<file path="src/design/smsb_pkg.sv">
`default_nettype none
// ----------------------------------------------------------------------------
// smsb_pkg
// Shared types and constants of the scaled mono sprite blitter.
// ----------------------------------------------------------------------------
package smsb_pkg;

    localparam int ADDR_W  = 17;
    localparam int COLOR_W = 16;
    localparam int SCALE_W = 4;
    localparam int NCOL_W  = 4;
    localparam int CNT_W   = 3;
    localparam int SW_W    = 9;
    localparam int SH_W    = 8;
    localparam int XOFF_W  = 12;
    localparam int CFG_IDX_W  = 3;
    localparam int CFG_DATA_W = 16;
    localparam int QUEUE_DEPTH = 2;

    typedef enum logic [CFG_IDX_W-1:0] {
        REG_SPRITE_WIDTH  = 3'd0,
        REG_SPRITE_HEIGHT = 3'd1,
        REG_SCALE_FACTOR  = 3'd2,
        REG_X_OFFSET      = 3'd3,
        REG_FG_COLOR      = 3'd4,
        REG_BG_COLOR      = 3'd5
    } t_reg_idx;

    typedef struct packed {
        logic pixel_bit;
        logic frame_start;
    } t_pixel_in;

    typedef struct packed {
        logic [ADDR_W-1:0]  pixel_addr;
        logic [COLOR_W-1:0] pixel_color;
        logic               last_write;
    } t_pixel_out;

    typedef struct packed {
        logic [SW_W-1:0]          sprite_width;
        logic [SH_W-1:0]          sprite_height;
        logic [SCALE_W-1:0]       scale_factor;
        logic signed [XOFF_W-1:0] x_offset;
        logic [COLOR_W-1:0]       fg_color;
        logic [COLOR_W-1:0]       bg_color;
    } t_cfg;

    typedef struct packed {
        logic [ADDR_W-1:0]  addr;
        logic [COLOR_W-1:0] color;
        logic [SCALE_W-1:0] scale;
        logic [NCOL_W-1:0]  ncols;
    } t_job;

endpackage
`default_nettype wire

</file>
<file path="src/design/scaled_mono_sprite_blitter.sv">
`default_nettype none
// The first write of a bit passes the front's placement register, the queue and
// the write sequencer's registers to the output register. Throughput: one write
// per cycle while i_out_ready allows; a bit gives k unclipped writes, scale
// squared when fully on screen. Bits with no writes are taken at one per cycle.
// Reset: synchronous, active low; clears counters, queue and output, and loads
// the register defaults.
// ----------------------------------------------------------------------------
// scaled_mono_sprite_blitter
// Expands a 1-bit sprite stream into scaled, clipped framebuffer writes.
// ----------------------------------------------------------------------------
module scaled_mono_sprite_blitter #(
    parameter int DEST_WIDTH    = 320,
    parameter int DEST_HEIGHT   = 240,
    parameter int MAX_SCALE     = 8,
    parameter int BOTTOM_MARGIN = 9
) (
    input  wire logic                              i_clk,
    input  wire logic                              i_rst_n,
    input  wire logic                              i_cfg_we,
    input  wire logic [smsb_pkg::CFG_IDX_W-1:0]    i_cfg_idx,
    input  wire logic [smsb_pkg::CFG_DATA_W-1:0]   i_cfg_data,
    input  wire logic                              i_in_valid,
    output logic                                   o_in_ready,
    input  wire smsb_pkg::t_pixel_in               i_in_data,
    output logic                                   o_out_valid,
    input  wire logic                              i_out_ready,
    output smsb_pkg::t_pixel_out                   o_out_data
);
    import smsb_pkg::*;

    t_cfg r_cfg;
    logic front_valid;
    t_job front_job;
    logic q_ready;
    logic q_valid;
    t_job q_job;
    logic q_pop;

    always_ff @(posedge i_clk) begin
        if (!i_rst_n) begin
            r_cfg.sprite_width  <= SW_W'(1);
            r_cfg.sprite_height <= SH_W'(1);
            r_cfg.scale_factor  <= SCALE_W'(1);
            r_cfg.x_offset      <= '0;
            r_cfg.fg_color      <= '1;
            r_cfg.bg_color      <= '0;
        end else if (i_cfg_we) begin
            unique case (t_reg_idx'(i_cfg_idx))
                REG_SPRITE_WIDTH:  r_cfg.sprite_width  <= i_cfg_data[SW_W-1:0];
                REG_SPRITE_HEIGHT: r_cfg.sprite_height <= i_cfg_data[SH_W-1:0];
                REG_SCALE_FACTOR:  r_cfg.scale_factor  <= i_cfg_data[SCALE_W-1:0];
                REG_X_OFFSET:      r_cfg.x_offset      <= i_cfg_data[XOFF_W-1:0];
                REG_FG_COLOR:      r_cfg.fg_color      <= i_cfg_data[COLOR_W-1:0];
                REG_BG_COLOR:      r_cfg.bg_color      <= i_cfg_data[COLOR_W-1:0];
                default: ;
            endcase
        end
    end

    smsb_front #(
        .DEST_WIDTH    (DEST_WIDTH),
        .DEST_HEIGHT   (DEST_HEIGHT),
        .MAX_SCALE     (MAX_SCALE),
        .BOTTOM_MARGIN (BOTTOM_MARGIN)
    ) u_front (
        .i_clk       (i_clk),
        .i_rst_n     (i_rst_n),
        .i_cfg       (r_cfg),
        .i_in_valid  (i_in_valid),
        .o_in_ready  (o_in_ready),
        .i_in_data   (i_in_data),
        .o_job_valid (front_valid),
        .o_job       (front_job),
        .i_job_ready (q_ready)
    );

    smsb_queue u_queue (
        .i_clk      (i_clk),
        .i_rst_n    (i_rst_n),
        .i_push     (front_valid),
        .i_push_job (front_job),
        .o_ready    (q_ready),
        .o_valid    (q_valid),
        .o_job      (q_job),
        .i_pop      (q_pop)
    );

    smsb_back #(
        .DEST_WIDTH (DEST_WIDTH)
    ) u_back (
        .i_clk       (i_clk),
        .i_rst_n     (i_rst_n),
        .i_job_valid (q_valid),
        .i_job       (q_job),
        .o_job_pop   (q_pop),
        .o_out_valid (o_out_valid),
        .i_out_ready (i_out_ready),
        .o_out_data  (o_out_data)
    );

endmodule
`default_nettype wire

</file>
<file path="src/design/smsb_front.sv">
`default_nettype none
// ----------------------------------------------------------------------------
// smsb_front
// Takes sprite bits, tracks the source position, places and clips the square.
// ----------------------------------------------------------------------------
module smsb_front #(
    parameter int DEST_WIDTH    = 320,
    parameter int DEST_HEIGHT   = 240,
    parameter int MAX_SCALE     = 8,
    parameter int BOTTOM_MARGIN = 9
) (
    input  wire logic              i_clk,
    input  wire logic              i_rst_n,
    input  wire smsb_pkg::t_cfg    i_cfg,
    input  wire logic              i_in_valid,
    output logic                   o_in_ready,
    input  wire smsb_pkg::t_pixel_in i_in_data,
    output logic                   o_job_valid,
    output smsb_pkg::t_job         o_job,
    input  wire logic              i_job_ready
);
    import smsb_pkg::*;

    localparam int CW = 15;
    localparam logic signed [CW-1:0] W_M1 = CW'(DEST_WIDTH - 1);
    localparam logic signed [CW-1:0] H_S = CW'(DEST_HEIGHT);
    localparam logic [ADDR_W-1:0]    W_A = ADDR_W'(DEST_WIDTH);

    logic [SW_W-1:0]    r_col;
    logic [SH_W-1:0]    r_row;
    logic               r_done;
    logic               r_a_valid;
    logic               r_a_gen;
    logic signed [CW-1:0] r_a_y0;
    logic signed [CW-1:0] r_a_x0;
    logic [COLOR_W-1:0] r_a_color;
    logic [SCALE_W-1:0] r_a_scale;

    logic [SW_W-1:0]    eff_col;
    logic [SH_W-1:0]    eff_row;
    logic               eff_done;
    logic               active;
    logic [SCALE_W-1:0] s_sat;
    logic [CW-1:0]      hs;
    logic [CW-1:0]      rs;
    logic [CW-1:0]      cs;
    logic [CW-1:0]      xoff_ext;
    logic               accept;
    logic               a_adv;

    logic signed [CW-1:0] s_m1;
    logic signed [CW-1:0] ybot;
    logic signed [CW-1:0] lo;
    logic signed [CW-1:0] hi_a;
    logic signed [CW-1:0] hi;
    logic signed [CW-1:0] xpos;
    logic signed [CW-1:0] span;
    logic               y_ok;
    logic               cols_ok;
    logic               gen;

    assign eff_col  = i_in_data.frame_start ? '0 : r_col;
    assign eff_row  = i_in_data.frame_start ? '0 : r_row;
    assign eff_done = i_in_data.frame_start ? 1'b0 : r_done;
    assign active   = !eff_done && (i_cfg.sprite_width != '0) && (i_cfg.sprite_height != '0);
    assign s_sat    = (i_cfg.scale_factor > SCALE_W'(MAX_SCALE)) ?
                      SCALE_W'(MAX_SCALE) : i_cfg.scale_factor;
    assign hs       = CW'(i_cfg.sprite_height) * CW'(s_sat);
    assign rs       = CW'(eff_row) * CW'(s_sat);
    assign cs       = CW'(eff_col) * CW'(s_sat);
    assign xoff_ext = {{(CW-XOFF_W){i_cfg.x_offset[XOFF_W-1]}}, i_cfg.x_offset};

    assign s_m1    = {{(CW-SCALE_W){1'b0}}, r_a_scale - SCALE_W'(1)};
    assign ybot    = r_a_y0 + s_m1;
    assign y_ok    = (r_a_y0 >= 0) && (ybot < H_S);
    assign lo      = (r_a_x0 < 0) ? -r_a_x0 : '0;
    assign xpos    = (r_a_x0 < 0) ? '0 : r_a_x0;
    assign hi_a    = W_M1 - r_a_x0;
    assign hi      = (hi_a < s_m1) ? hi_a : s_m1;
    assign cols_ok = (lo <= hi);
    assign span    = hi - lo;
    assign gen     = r_a_gen && y_ok && cols_ok;

    assign a_adv       = !gen || i_job_ready;
    assign o_in_ready  = !r_a_valid || a_adv;
    assign accept      = i_in_valid && o_in_ready;
    assign o_job_valid = r_a_valid && gen;

    always_comb begin
        o_job.addr  = ADDR_W'(unsigned'(r_a_y0)) * W_A + ADDR_W'(unsigned'(xpos));
        o_job.color = r_a_color;
        o_job.scale = r_a_scale;
        o_job.ncols = NCOL_W'(span) + NCOL_W'(1);
    end

    always_ff @(posedge i_clk) begin
        if (!i_rst_n) begin
            r_col     <= '0;
            r_row     <= '0;
            r_done    <= 1'b0;
            r_a_valid <= 1'b0;
            r_a_gen   <= 1'b0;
        end else begin
            if (accept) begin
                r_a_valid <= 1'b1;
                r_a_gen   <= active && (s_sat != '0);
                r_a_y0    <= CW'(DEST_HEIGHT - BOTTOM_MARGIN) - hs + rs;
                r_a_x0    <= xoff_ext + cs;
                r_a_color <= i_in_data.pixel_bit ? i_cfg.fg_color : i_cfg.bg_color;
                r_a_scale <= s_sat;
                if (active) begin
                    if ({1'b0, eff_col} + (SW_W+1)'(1) >= {1'b0, i_cfg.sprite_width}) begin
                        r_col <= '0;
                        if ({1'b0, eff_row} + (SH_W+1)'(1) >=
                            {1'b0, i_cfg.sprite_height}) begin
                            r_row  <= '0;
                            r_done <= 1'b1;
                        end else begin
                            r_row  <= eff_row + SH_W'(1);
                            r_done <= 1'b0;
                        end
                    end else begin
                        r_col  <= eff_col + SW_W'(1);
                        r_row  <= eff_row;
                        r_done <= 1'b0;
                    end
                end else begin
                    r_col  <= eff_col;
                    r_row  <= eff_row;
                    r_done <= eff_done;
                end
            end else if (a_adv) begin
                r_a_valid <= 1'b0;
            end
        end
    end

endmodule
`default_nettype wire

</file>
<file path="src/design/smsb_queue.sv">
`default_nettype none
// ----------------------------------------------------------------------------
// smsb_queue
// Short request queue between the placement front and the write sequencer.
// ----------------------------------------------------------------------------
module smsb_queue (
    input  wire logic           i_clk,
    input  wire logic           i_rst_n,
    input  wire logic           i_push,
    input  wire smsb_pkg::t_job i_push_job,
    output logic                o_ready,
    output logic                o_valid,
    output smsb_pkg::t_job      o_job,
    input  wire logic           i_pop
);
    import smsb_pkg::*;

    localparam int PW = $clog2(QUEUE_DEPTH);

    t_job          r_mem [QUEUE_DEPTH];
    logic [PW-1:0] r_wr;
    logic [PW-1:0] r_rd;
    logic [PW:0]   r_count;
    logic          do_push;
    logic          do_pop;

    assign o_ready = (r_count != (PW+1)'(QUEUE_DEPTH));
    assign o_valid = (r_count != '0);
    assign o_job   = r_mem[r_rd];
    assign do_push = i_push && o_ready;
    assign do_pop  = i_pop && o_valid;

    always_ff @(posedge i_clk) begin
        if (do_push) begin
            r_mem[r_wr] <= i_push_job;
        end
    end

    always_ff @(posedge i_clk) begin
        if (!i_rst_n) begin
            r_wr    <= '0;
            r_rd    <= '0;
            r_count <= '0;
        end else begin
            if (do_push) begin
                r_wr <= (r_wr == PW'(QUEUE_DEPTH - 1)) ? '0 : r_wr + PW'(1);
            end
            if (do_pop) begin
                r_rd <= (r_rd == PW'(QUEUE_DEPTH - 1)) ? '0 : r_rd + PW'(1);
            end
            if (do_push && !do_pop) begin
                r_count <= r_count + (PW+1)'(1);
            end else if (do_pop && !do_push) begin
                r_count <= r_count - (PW+1)'(1);
            end
        end
    end

endmodule
`default_nettype wire

</file>
<file path="src/design/smsb_back.sv">
`default_nettype none
// ----------------------------------------------------------------------------
// smsb_back
// Walks each square row by row, column by column; one write per ready cycle.
// ----------------------------------------------------------------------------
module smsb_back #(
    parameter int DEST_WIDTH = 320
) (
    input  wire logic           i_clk,
    input  wire logic           i_rst_n,
    input  wire logic           i_job_valid,
    input  wire smsb_pkg::t_job i_job,
    output logic                o_job_pop,
    output logic                o_out_valid,
    input  wire logic           i_out_ready,
    output smsb_pkg::t_pixel_out o_out_data
);
    import smsb_pkg::*;

    localparam logic [ADDR_W-1:0] W_A = ADDR_W'(DEST_WIDTH);

    logic              r_busy;
    t_job              r_job;
    logic [CNT_W-1:0]  r_r;
    logic [CNT_W-1:0]  r_c;
    logic [ADDR_W-1:0] r_addr;
    logic [ADDR_W-1:0] r_row_addr;
    logic              emit;
    logic              c_last;
    logic              r_last;
    logic              last;
    logic              load;

    assign emit      = r_busy && (!o_out_valid || i_out_ready);
    assign c_last    = (NCOL_W'(r_c) + NCOL_W'(1) == r_job.ncols);
    assign r_last    = (SCALE_W'(r_r) + SCALE_W'(1) == r_job.scale);
    assign last      = c_last && r_last;
    assign load      = i_job_valid && (!r_busy || (emit && last));
    assign o_job_pop = load;

    always_ff @(posedge i_clk) begin
        if (!i_rst_n) begin
            r_busy      <= 1'b0;
            o_out_valid <= 1'b0;
        end else begin
            if (emit) begin
                o_out_valid            <= 1'b1;
                o_out_data.pixel_addr  <= r_addr;
                o_out_data.pixel_color <= r_job.color;
                o_out_data.last_write  <= last;
            end else if (i_out_ready) begin
                o_out_valid <= 1'b0;
            end

            if (load) begin
                r_busy     <= 1'b1;
                r_job      <= i_job;
                r_r        <= '0;
                r_c        <= '0;
                r_addr     <= i_job.addr;
                r_row_addr <= i_job.addr;
            end else if (emit) begin
                if (last) begin
                    r_busy <= 1'b0;
                end else if (c_last) begin
                    r_c        <= '0;
                    r_r        <= r_r + CNT_W'(1);
                    r_row_addr <= r_row_addr + W_A;
                    r_addr     <= r_row_addr + W_A;
                end else begin
                    r_c    <= r_c + CNT_W'(1);
                    r_addr <= r_addr + ADDR_W'(1);
                end
            end
        end
    end

`ifndef SYNTHESIS
    a_row_in_square: assert property (@(posedge i_clk) disable iff (!i_rst_n)
        r_busy |-> (SCALE_W'(r_r) < r_job.scale))
        else $error("row counter past square height");
    a_col_in_span: assert property (@(posedge i_clk) disable iff (!i_rst_n)
        r_busy |-> (NCOL_W'(r_c) < r_job.ncols))
        else $error("column counter past clipped span");
    a_span_fits: assert property (@(posedge i_clk) disable iff (!i_rst_n)
        r_busy |-> (r_job.ncols != '0 && r_job.ncols <= r_job.scale))
        else $error("clipped span wider than square");
`endif

endmodule
`default_nettype wire
</file>
<file path="config.mk">
export PLATFORM = sky130hd
export DESIGN_NAME = scaled_mono_sprite_blitter
export DESIGN_NICKNAME = d
export VERILOG_FILES = /design/src/design/smsb_pkg.sv /design/src/design/scaled_mono_sprite_blitter.sv /design/src/design/smsb_front.sv /design/src/design/smsb_queue.sv /design/src/design/smsb_back.sv
export SDC_FILE = /design/constraint.sdc
export NUM_CORES = 1
export LEC_CHECK = 0
export BUFFER_PORTS_ARGS = -buffer_cell sky130_fd_sc_hd__clkbuf_2
export CORE_MARGIN = 2
export CORE_UTILIZATION = 55
export DETAILED_ROUTE_END_ITERATION = 7
export PLACE_DENSITY = 0.72
export SYNTH_ARGS = -nofsm -noshare
export SYNTH_HDL_FRONTEND = slang
export SYNTH_SLANG_ARGS = --single-unit
</file>
<file path="constraint.sdc">
create_clock -name i_clk -period 8.1 [get_ports i_clk]
set_clock_uncertainty 0.1 [all_clocks]
set_input_delay 0.81 -clock i_clk [delete_from_list [all_inputs] [get_ports i_clk]]
set_output_delay 0.81 -clock i_clk [all_outputs]
set_load 0.05 [all_outputs]
</file>
### Word-level counts from Yosys, hierarchy flattened

Memory sizes are Yosys's and may differ from the RTL's. A register that Yosys moved wholly into a read port is not among the register bits.
Cells that the tools add are included.

* input bits: 26
* flip-flop bits (word level): 239
* memories: 1
* output and inout bits: 36
* latch bits: 0
* bits in read-only memories: 0
* memory bits (writable): 82
* word-level logic and storage cells: 171

Memories
* u_queue.r_mem: words 2, width 41, read ports 1, clocked after memory_dff 1, write ports 1, RTL line smsb_queue.sv:20 `t_job r_mem [QUEUE_DEPTH];`

* shift-type cells: 0
* add/subtract/negate cells: 24
* magnitude comparators: 8
* reduce and logical (&&, ||, !) cells: 50
* equality and inequality tests: 9
* multiply operators: 4
* multiplexer cells: 45
* bitwise logic cells: 0
* div/mod/pow operators: 0

Operators by type and width (count)
* 2-to-1 mux 17 bit: 8
* 2-to-1 mux 15 bit: 3
* 2-to-1 mux 8 bit: 4
* 2-to-1 mux 9 bit: 3
* multiplier 8 x 4 -> 12 bit: 2
* AND reduction 2 bit: 10
* 2-to-1 mux 3 bit: 6
* adder 17 x 1 -> 17 bit (second input constant): 1
* adder 17 x 15 -> 17 bit: 1
* adder 17 x 9 -> 17 bit (second input constant): 1
* 2-to-1 mux 1 bit: 17
* logical AND 1 bit: 16
* 2-to-1 mux 16 bit: 1
* adder 12 x 14 -> 15 bit: 1
* adder 15 x 12 -> 15 bit: 1
* adder 15 x 5 -> 15 bit: 1
* >= comparator 15 x 1 -> 1 bit (second input constant): 1
* less-or-equal comparator 15 bit: 1
* less-than comparator 15 x 1 -> 1 bit (second input constant): 1
* less-than comparator 15 x 5 -> 1 bit: 1
* less-than comparator 15 x 9 -> 1 bit (second input constant): 1
* multiplier 15 x 3 -> 11 bit (second input constant): 1
* negation 15 bit: 1
* subtractor 10 x 15 -> 15 bit (first input constant): 1
* 33 further kinds: 56

### Depth between registers and ports, before layout

* depth in word-level cells: 12
* mapped depth: 24
* gate-level depth less buffers: 23

### By module

From an unflattened synthesis, not the netlist that was laid out.

* cell total of the unflattened synthesis: 1815
* area total of the unflattened synthesis: 19586.3 um2

Modules (own cells, without submodules)
* smsb_front: cells an instance 1122, sequential area each 1871.8 um2, times used 1, area an instance 9516.6 um2
* smsb_back: cells an instance 288, sequential area each 2982.9 um2, times used 1, area an instance 4305.4 um2
* smsb_queue: cells an instance 152, sequential area each 2562.5 um2, times used 1, area an instance 3191.8 um2
* scaled_mono_sprite_blitter: cells an instance 253, sequential area each 1301.2 um2, times used 1, area an instance 2572.5 um2

### Least setup slack after synthesis

OpenSTA, ideal clock, no wires.

* path type: register to register
* from: register u_front.r_a_scale[0]
* to: memory u_queue.r_mem[0][0] (netlist name), enable pin
* data required time: 7554 ps
* cell stages (with the launch flop): 17
* arrival time: 5677 ps
* setup time: 446 ps
* path buffers: 1
* period minus slack after synthesis: 6223 ps
* path slack: 1877 ps
* path through: edfxtp_1 inv_1 ha_1 ha_1 a21boi_0 o21a_1 o21ai_0 nand4_1 ha_1 clkbuf_1 or2_2 ha_1 a2111o_1 o21ai_0 a311oi_2 nor4_2 nor2b_1

* longest elaborated chain between the ends: 10
* elaborated cells between the ends (all ways): 13
* classes of those cells: add/sub: 2; order compare: 3; mux: 3; reduce/logical: 5

Ends and longest elaborated chain
* from (decl): RTL line smsb_front.sv:37 `logic [SCALE_W-1:0] r_a_scale;`
* from (signal assigned): RTL line smsb_front.sv:110 `r_a_scale <= s_sat;`
* subtractor 4 x 1 -> 4 bit (*): RTL line smsb_front.sv:73 `assign s_m1 = {{(CW-SCALE_W){1'b0}}, r_a_scale - SCALE_W'(1)};`
* adder 15 x 5 -> 15 bit: RTL line smsb_front.sv:74 `assign ybot = r_a_y0 + s_m1;`
* less-than comparator 15 x 9 -> 1 bit: RTL line smsb_front.sv:75 `assign y_ok = (r_a_y0 >= 0) && (ybot < H_S);`
* logical AND 1 bit: RTL line smsb_front.sv:75
* logical AND 1 bit: RTL line smsb_front.sv:82 `assign gen = r_a_gen && y_ok && cols_ok;`
* logical AND 1 bit (*): RTL line smsb_front.sv:82
* logical AND 1 bit (*): RTL line smsb_front.sv:87 `assign o_job_valid = r_a_valid && gen;`
* logical AND 1 bit (*): RTL line smsb_queue.sv:30 `assign do_push = i_push && o_ready;`
* via u_queue.do_push: RTL line smsb_queue.sv:24 `logic do_push;`
* 2-to-1 mux 1 bit (*): RTL line smsb_queue.sv:34 `if (do_push) begin`
* 2-to-1 mux 1 bit (not written as such) (*): RTL line smsb_queue.sv:35 `r_mem[r_wr] <= i_push_job;`
* to (decl): RTL line smsb_queue.sv:20

The timed path passes the listed nets; every way through them passes the cells marked *.

### Worst setup path in the final report

* from: register r_cfg[47] (netlist name)
* to: register u_front.r_a_y0[14], data pin

* longest elaborated chain between the ends: 5
* elaborated cells between the ends (all ways): 6
* classes of those cells: add/sub: 2; mul: 2; order compare: 1; mux: 1

Ends and longest elaborated chain
* from (decl): RTL line scaled_mono_sprite_blitter.sv:32 `t_cfg r_cfg;`
* greater-than comparator 4 bit: RTL line smsb_front.sv:66 `assign s_sat = (i_cfg.scale_factor > SCALE_W'(MAX_SCALE)) ?`
* 2-to-1 mux 4 bit (*): RTL line smsb_front.sv:66
* multiplier 8 x 4 -> 12 bit: RTL line smsb_front.sv:68 `assign hs = CW'(i_cfg.sprite_height) * CW'(s_sat);`
* subtractor 8 x 12 -> 13 bit: RTL line smsb_front.sv:107 `r_a_y0 <= CW'(DEST_HEIGHT - BOTTOM_MARGIN) - hs + rs;`
* adder 15 x 12 -> 15 bit (*): RTL line smsb_front.sv:107
* to (signal assigned): RTL line smsb_front.sv:107
* to (decl): RTL line smsb_front.sv:34 `logic signed [CW-1:0] r_a_y0;`

Mark *: on every way between the ends. The rest lies on a longest branch, timed or not.
A chain may end at the register's enable or synchronous reset.

==> run metrics <==
clock root buffer=clkbuf_16; setup tns final=0 ns; Worst Tran Pin Value=roughly 1.2 ns; synth top area cells=edfxtp_1, ha_1, dfxtp_1, fa_1, nand2_1; number of clock sinks=322; Final Cycle Share=78.6%; clk_lat worst skew=0.52 ns; H-tree levels=2; worst path cell trace=nand2b_1 > buf_4 > inv_1 > and2_1 > ha_1 > fa_1 > fa_1 > inv_1 > ha_1 > a21o_1 > a21oi_1 > o21bai_1 > a21oi_1 > o21ai_0 > xnor2_1 > fa_1 > inv_1 > ha_1 > and2_1 > o21ai_0 > inv_1 > a41o_1 > o221ai_1 > xor2_1; share of layout cells above drive strength 1=between 10% and 20%; clock buffer count from CTS=35; DR vias=12,800; Std-Cell Rows=68; Iteration-0 DRC Markers=about 700; Max Fclk=0.157 GHz; Clock Path Buffers=3; Final Non-Filler Cells=2,330; Commonest cells post-synth=edfxtp_1, nand2_1, ha_1; Synth warnings=0; Fillers=roughly 2,800; Critical Path RT=between 8 and 9 ns; Layout Nets=2,081; R2R depth=24; prevailing post-synth register cell=edfxtp_1; Hold Crit Class=reg -> reg; Post-synth EDFFs=230; top-count cell post-synth=edfxtp_1; antenna cells=0; status=finished, final reports clean; async set-reset flop share out of synthesis=0%; Die Y=190 microns; HP Start=u_back.r_job[8]; initial antenna violation count=0; worst path bufs/invs=5; Post-Route Utilization=61.0%; Total GRT Usage=21.1%; CP startpoint kind=flop; sequential-to-total area share from yosys stat=45.9%; Mapped Area=19,100 sq um; CP arrival=between 6 and 7 ns; Max Slew Vio Count=0; clk slew on worst S/H paths=0.06 ns; area share of the largest cell type after synthesis=36.2%; Worst path most repeated cell=inv_1; pwr dens=227 nW/um^2; largest net degree at the start of global routing=between 70 and 80; RSZ-0062 raised after global routing=no; Peak VDD IR=just under 0.0002 V; leading area contributor after synthesis=edfxtp_1; hold path cells=0; die area=36,100 sq um; Routed Wire Length=37,200 microns; Die X=approximately 190 microns; Final min period=6.36 ns; Synth-to-Final Area Change=9.78%; Hold Path Sink=u_back.o_out_data[1]; Mapped Nets=2,032; crit path capture type=flop; R2R Path End=u_front.r_a_y0[14]; Unique masters post-synth=69; relative slew slack=22.0%; total congestion overflow=0; Leak=8.40 nW; Final Hold Fails=0; final instance area=20,900 sq um; buffers added on ports=61; crit-path max FO=19; Crit Reg-Reg Startpoint=r_cfg[47]; first-pass GRT wire length=62,300 microns; setup bufs post-CTS=0; post-synthesis register bit count=about 320; hold_buf cts=0; core area=34,300 sq um; DR WL/cell=16.0 microns; max_cap viols=0; slowest cell delay on critical path=0.66 ns; vias per cell=5.51; Starting Density=55.6%; I/O Pins=between 60 and 70; Synth Area per Inst=10.6 sq um; R2R setup slack=~1.7 ns; Crit path max-delay family=adder cells; post-CTS sizing=0; drc violations=0; area post-placement=19,800 sq um; Setup-failing EPs final=0; 1st-pass router iterations=5; Gate Count Post-Synth=1,801; TritonCTS clock tree=done; number of global-route vias before repair=12,800; Final ANT Viol Nets=0; Setup CP Type=reg -> reg; Cell Count Post-Placement=2,268; DPL Wire Length=around 28,000 microns; Critical-path top delay cell=dfxtp_1; gpl congestion=0.883
worst register-to-register path, stage by stage (launching register included):
cell and delay [ns]:
dfxtp_1 0.66, nand2b_1 0.18, buf_4 0.20, inv_1 0.23
and2_1 0.25, ha_1 0.21, fa_1 0.48, fa_1 0.54
inv_1 0.07, ha_1 0.29, a21o_1 0.17, a21oi_1 0.21
o21bai_1 0.09, a21oi_1 0.22, o21ai_0 0.22, xnor2_1 0.19
fa_1 0.49, inv_1 0.04, ha_1 0.35, and2_1 0.18
o21ai_0 0.14, inv_1 0.07, a41o_1 0.24, o221ai_1 0.21
xor2_1 0.10
area by class of cell:
cell class / count / area (sq um) / share of cell area, %
clock buffer: 38 / 887 / 4.24
clock inverter: 24 / 235 / 1.12
inverter: 138 / 518 / 2.48
multi-input combinational: 1283 / 9590 / 45.8
sequential: 322 / 8750 / 41.8
tap: 455 / 569 / 2.72
timing repair buffer: 70 / 373 / 1.78
placed cells by master, fill, tap and decap left out, types with 35 or more instances in the layout:
cell type,instances
edfxtp_1,230
nand2_1,222
ha_1,154
inv_1,137
nor2_1,127
dfxtp_1,91
xnor2_1,78
clkbuf_2,61
nand3_1,58
a21boi_0,51
fa_1,51
o21ai_0,49
a21oi_1,47
mux2_2,43
and2_1,40
nand2b_1,37
xor2_1,37
mux2i_1,36
clkbuf_16,35
cells by family after synthesis:
| family | Yosys count | synth area share (%) |
|---|---|---|
| xor+xnor | 115 | 5.29 |
| compound gates | 266 | 9.64 |
| mux | 79 | 4.43 |
| fa+ha+maj | 205 | 15.5 |
| simple gates | 618 | 15.4 |
| flops | 322 | 45.9 |
| buf+inv | 196 | 3.87 |
metal layers:
metal	vias to the layer above	part of all wire, %	global-route usage (%)
li1	6408	-	-
met1	6052	45	27.7
met2	291	48	36.3
met3	84	4.3	2.69
met4	0	2.9	7.22
met5	-	0	0
state kept, by name (all words and copies together), names as in the netlist, 2 cells and up, named ones only:
name and cells:
u_back.o_out_data 34, u_queue.r_count 2, u_back.r_r 3, u_back.r_job 24
u_front.r_col 9, u_back.r_row_addr 17, u_front.r_row 8, u_front.r_a_y0 15
u_front.r_a_scale 4, u_front.r_a_x0 15, u_front.r_a_color 16, u_back.r_addr 17
r_cfg 65, u_back.r_c 3, u_queue.r_mem 82
worst max-delay path by stage:
stage | startpoint | to | cells after the start
floorplan | u_front.r_a_scale[0] | u_queue.r_mem[0][0] | 16
global placement | r_cfg[47] | u_front.r_a_y0[14] | 24
CTS | r_cfg[47] | u_front.r_a_y0[14] | 24
global route | r_cfg[47] | u_front.r_a_y0[14] | 24
finish | r_cfg[47] | u_front.r_a_y0[14] | 24
detailed placement | r_cfg[47] | u_front.r_a_y0[14] | 24
stage by stage:
stage               worst slack (ns)  hold slack (ns)  power [mW]
global placement                1.90            0.305        3.20
CTS                             1.79            0.318        4.79
global route                    1.39            0.325        4.98
detailed placement              1.82            0.305        3.25
floorplan                       1.88            0.300        3.00
finish                          1.74            0.318        4.75
power by group:
part | total [mW] | internal, mW | switching (mW)
clock network | 1.53 | 0.896 | 0.635
logic | 1.01 | 0.400 | 0.608
registers | 2.21 | 2.06 | 0.149
(Power assumes the default switching activity.)
